<file path="src/hdl/tbw_pkg.sv">
// Shared constants, types and helpers for the barycentric weights block.
// No dependencies.
package tbw_pkg;
  localparam int CoordWidthDef = 16;
  localparam int LimitWidth    = 16;
  localparam int WeightWidth   = 24;
  localparam int FracBits      = 16;
  localparam int QuotBits      = 27;
  localparam logic [LimitWidth-1:0] LimitReset = 16'd2;
  localparam logic signed [WeightWidth-1:0] WeightOne    = 24'sd65536;
  localparam logic signed [WeightWidth-1:0] WeightNegOne = -24'sd65536;
  localparam logic signed [WeightWidth-1:0] WeightMax    = 24'sd8388607;
  localparam logic signed [WeightWidth-1:0] WeightMin    = -24'sd8388608;

  // Sideband that travels beside the divider payload.
  typedef struct packed {
    logic degenerate;
    logic neg_s;
    logic neg_y;
    logic neg_x;
  } tbw_side_t;

  // Saturate a 29-bit signed value to the 24-bit weight range.
  function automatic logic signed [WeightWidth-1:0] sat24(input logic signed [28:0] v);
    logic signed [28:0] hi;
    logic signed [28:0] lo;
    hi = 29'(WeightMax);
    lo = 29'(WeightMin);
    if (v > hi) sat24 = WeightMax;
    else if (v < lo) sat24 = WeightMin;
    else sat24 = v[WeightWidth-1:0];
  endfunction
endpackage

</file>
<file path="src/hdl/tbw_out.sv">
// Sign restore, one-minus, saturation and degenerate override; one register stage.
// Depends on tbw_pkg.
module tbw_out import tbw_pkg::*; (
  input  logic                          clk,
  input  logic                          rst,
  input  logic                          in_valid,
  input  logic [QuotBits-1:0]           q_s, q_y, q_x,
  input  tbw_side_t                     side,
  output logic                          done,
  output logic signed [WeightWidth-1:0] w1, w2, w3,
  output logic                          degen
);
  logic signed [28:0] ss, sy, sx, one_minus;

  always_comb begin
    ss = side.neg_s ? -29'($signed({1'b0, q_s})) : 29'($signed({1'b0, q_s}));
    sy = side.neg_y ? -29'($signed({1'b0, q_y})) : 29'($signed({1'b0, q_y}));
    sx = side.neg_x ? -29'($signed({1'b0, q_x})) : 29'($signed({1'b0, q_x}));
    one_minus = 29'(WeightOne) - ss;
  end

  always_ff @(posedge clk) begin
    if (rst) done <= 1'b0;
    else done <= in_valid;
    degen <= side.degenerate;
    if (side.degenerate) begin
      w1 <= WeightNegOne;
      w2 <= WeightOne;
      w3 <= WeightOne;
    end else begin
      w1 <= sat24(one_minus);
      w2 <= sat24(sy);
      w3 <= sat24(sx);
    end
  end
endmodule

</file>
<file path="config.mk">
export PLATFORM = sky130hd
export DESIGN_NAME = tbw_out
export DESIGN_NICKNAME = d
export VERILOG_FILES = /design/src/hdl/tbw_pkg.sv /design/src/hdl/tbw_out.sv
export SDC_FILE = /design/constraint.sdc
export NUM_CORES = 1
export LEC_CHECK = 0
export ABC_CLOCK_PERIOD_IN_PS = 3700
export BUFFER_PORTS_ARGS = -buffer_cell sky130_fd_sc_hd__buf_2
export CAP_MARGIN = 15
export CORE_MARGIN = 2
export CORE_UTILIZATION = 48
export CTS_CLUSTER_DIAMETER = 120
export DETAILED_ROUTE_END_ITERATION = 10
export GPL_TIMING_DRIVEN = 0
export PLACE_DENSITY = 0.78
export SYNTH_ARGS = -nofsm -noshare
export SYNTH_HDL_FRONTEND = slang
export SYNTH_SLANG_ARGS = --single-unit
export TNS_END_PERCENT = 20
</file>
<file path="constraint.sdc">
create_clock -name clk -period 3.7 [get_ports clk]
set_clock_uncertainty 0.2 [all_clocks]
set_input_delay 0.185 -clock clk [delete_from_list [all_inputs] [get_ports clk]]
set_output_delay 0.185 -clock clk [all_outputs]
set_load 0.02 [all_outputs]
</file>
==> impl_results.md <==
- Status: finished, final reports clean
- # port buffers: roughly 150
- GPL Wtd Cong: 0.931
- Most frequent cells in the layout: buf_2 (155), dfxtp_1 (74), o21ai_0 (64), xor2_1 (54), nand2_1 (48)
- Number of H-tree levels: 3
- Slew headroom: 0.501
- WL final: 17500 µm
- Reg clk slew, reported paths: 0.07 ns
- EDFF count, synth: 0
- Synth Area per Inst: between 8 and 9 µm²
- Drt via density: 6.01
- Antenna violations before repair: 1
- Clock sink count: 74
- Number of global-route vias before repair: 5715
- Post-DRT Antenna Nets: 0
- Static leakage: between 0.002 and 0.003 µW
- Overflow after GRT: 0
- Worst Path Max Fanout: 9
- Synth Warn #: 0
- Row cnt: 38
- Final Hold Vio Count: 0
- Fill cells: 886
- CTS Root Cell: clkbuf_8
- Fin. max-slew vios: 0
- Cells after Synth: 656
- Drt first pass iters: 5
- Critical path's slowest cell: or4b_4
- Via count: 6149
- Ys async rst share: 0
- Chip Width: 110 µm
- DRC viols: 0
- CP startpoint: q_s[0]
- Die Y: approximately 110 µm
- Crit path kind: input pin to flip-flop
- Largest net degree at the start of global routing: 14
- CP endpoint kind: flip-flop
- Worst hold slack: around 0.0013 ns
- Die area: 12000 µm²
- Syn nets: around 750
- Initial core utilization: 0.493
- Hold path depth: 3
- CP Launch Type: input pin
- CTS Buf Count: 9
- Critical Path AT: 3.63 ns
- MaxCap Viol Count: 0
- Worst-margin pin slew: 0.741 ns
- Cell chain of the critical path: buf_2, inv_4, ha_4, or4b_4, or3_4, a41o_1, o22a_4, a31o_4, or4b_4, o211ai_2, a21oi_2, a31o_4, or3_1
- Layout Cells excl Fill: 1023
- RSZ-0062 raised after global routing: no
- Netlist cell types: 84
- Worst Hold Class: input pin to flip-flop
- Data required, critical path: 3.74 ns
- Power, Total: ~2200 µW
- Commonest non-fill, non-tap cell in the layout: buf_2
- DPL Wire Length: 12500 µm
- Dpl cell area: around 6400 µm²
- First DRT Iteration DRCs: approximately 440
- # IOs: 162
- Sequential area share after synthesis: 0.276
- Total track usage: 0.284
- Clock Tree Buf Depth: 2
- Ys flop type: dfxtp_1
- Share of layout cells above drive strength 1: 0.303
- Final setup vio count: 0
- Critical Path End: w1[19]
- Final period utilization: 0.972
- Crit path time final: 3.60 ns
- Core footprint: 10900 µm²
- Wire per inst: 17.1 µm
- Syn Std Cell Area: 5370 µm²
- Placed Cells: 948
- Cell area after layout: around 7200 µm²
- Area Growth Syn to Fin: 34.7%
- Largest stage delay, worst path: just over 0.5 ns
- First-pass GRT wire length: between 20000 and 30000 µm
- Achievable frequency: 278 MHz
- PwrDens: 301 nW/µm²
- TritonCTS clock tree: built
- Yosys reg bits: 74
- Maximum vdd ir drop: 0.280 mV
- Final #Nets: between 900 and 1000
==> how the worst min path moves through the flow <==
stage / end / start / slack [ns]
2_1_floorplan: degen / side[3] / 0.01
4_1_cts: w2[14] / q_y[14] / 0.0007
3_3_place_gp: degen / side[3] / 0.11
6_report: w2[7] / q_y[7] / 0.001
3_5_place_dp: degen / side[3] / 0.11
5_1_grt: w2[7] / q_y[7] / 0.04
==> flip-flops by register name, indices dropped and copies added, names as in the netlist <==
register and count:
w1 24, done 1, w2 24, w3 24
degen 1
==> timing repair <==
action / in CTS / in global routing
endpoints found under the hold margin: 41 / 1
setup buffers: 6 / 10
gates cloned: 0 / 0
resized for setup: 7 / 29
hold buffers: 42 / 1
endpoints found under the setup margin: 23 / 64
pin swaps: 4 / 8
==> routing by layer <==
| metal | part of all wire | wire [µm] | global-route usage | vias up |
|---|---|---|---|---|
| li1 | - | - | - | 2879 |
| met1 | 0.40 | 7000 | 0.333 | 2857 |
| met2 | 0.48 | 8460 | 0.485 | 338 |
| met3 | 0.077 | 1350 | 0.0616 | 75 |
| met4 | 0.041 | 711 | 0.146 | 0 |
| met5 | 0 | 0 | 0 | - |
==> cell type report <==
type	instances	area, µm²	share of cell area
Multi-Input combinational cell	535	3850	0.532
Sequential cell	74	1480	0.205
Timing Repair Buffer	211	1310	0.181
Buffer	36	199	0.0275
Tap cell	140	175	0.0242
Clock buffer	10	128	0.0177
Clock inverter	6	42.5	0.00589
Inverter	9	38.8	0.00537
Antenna cell	2	5.00	0.000692
==> through the flow <==
| step | util | TNS (ns) | setup slack [ns] |
|---|---|---|---|
| after global routing | 0.664 | 0 | 0.00261 |
| after global placement | 0.584 | -18.76 | -0.913 |
| final | 0.664 | 0 | 0.104 |
| after detailed placement | 0.584 | -20.45 | -0.933 |
| after floorplan | - | -1.83 | -0.113 |
| after CTS | 0.645 | 0 | 0.0131 |
==> synthesized netlist by cell type, types with 5 or more instances <==
library cell	instances	area, µm²
o41ai_1	7	61.3
dfxtp_1	74	1480
xnor2_1	31	272
nor3_1	24	120
or2_2	6	37.5
buf_2	5	25.0
xor2_1	55	482
nand2_1	48	180
nor2b_1	9	56.3
a21oi_1	20	100
mux2i_1	6	60.1
nand4_1	13	81.3
a211o_1	6	52.6
nor4_1	17	106
nor2_1	49	184
or4_1	9	67.6
o31ai_1	22	165
nand2b_1	5	31.3
inv_1	9	33.8
a31oi_1	5	31.3
and3_1	6	37.5
o21ai_0	66	330
or3_1	13	81.3
o21ai_2	16	140
clkbuf_1	28	105
nand3_1	13	65.1
==> critical path: cells and delay by family <==
kind	cells	cell delay, ns
buf+inv	2	0.26
compound gates	6	1.24
fa+ha+maj	1	0.18
simple gates	4	1.74
==> report_power, final <==
group          internal (µW)  total [µW]  switching, µW
sequential               867         885           18.0
combinational            289         732            443
clock                    244         562            317
total                   1400        2180            779
==> cell families after synthesis <==
logic type      Yosys count  share of synthesized area
xor+xnor                 87                      0.145
simple gates            241                      0.251
mux                       8                     0.0154
fa+ha+maj                 4                    0.00932
flops                    74                      0.276
compound gates          195                      0.265
buf+inv                  47                     0.0382
(Power assumes the default switching activity.)
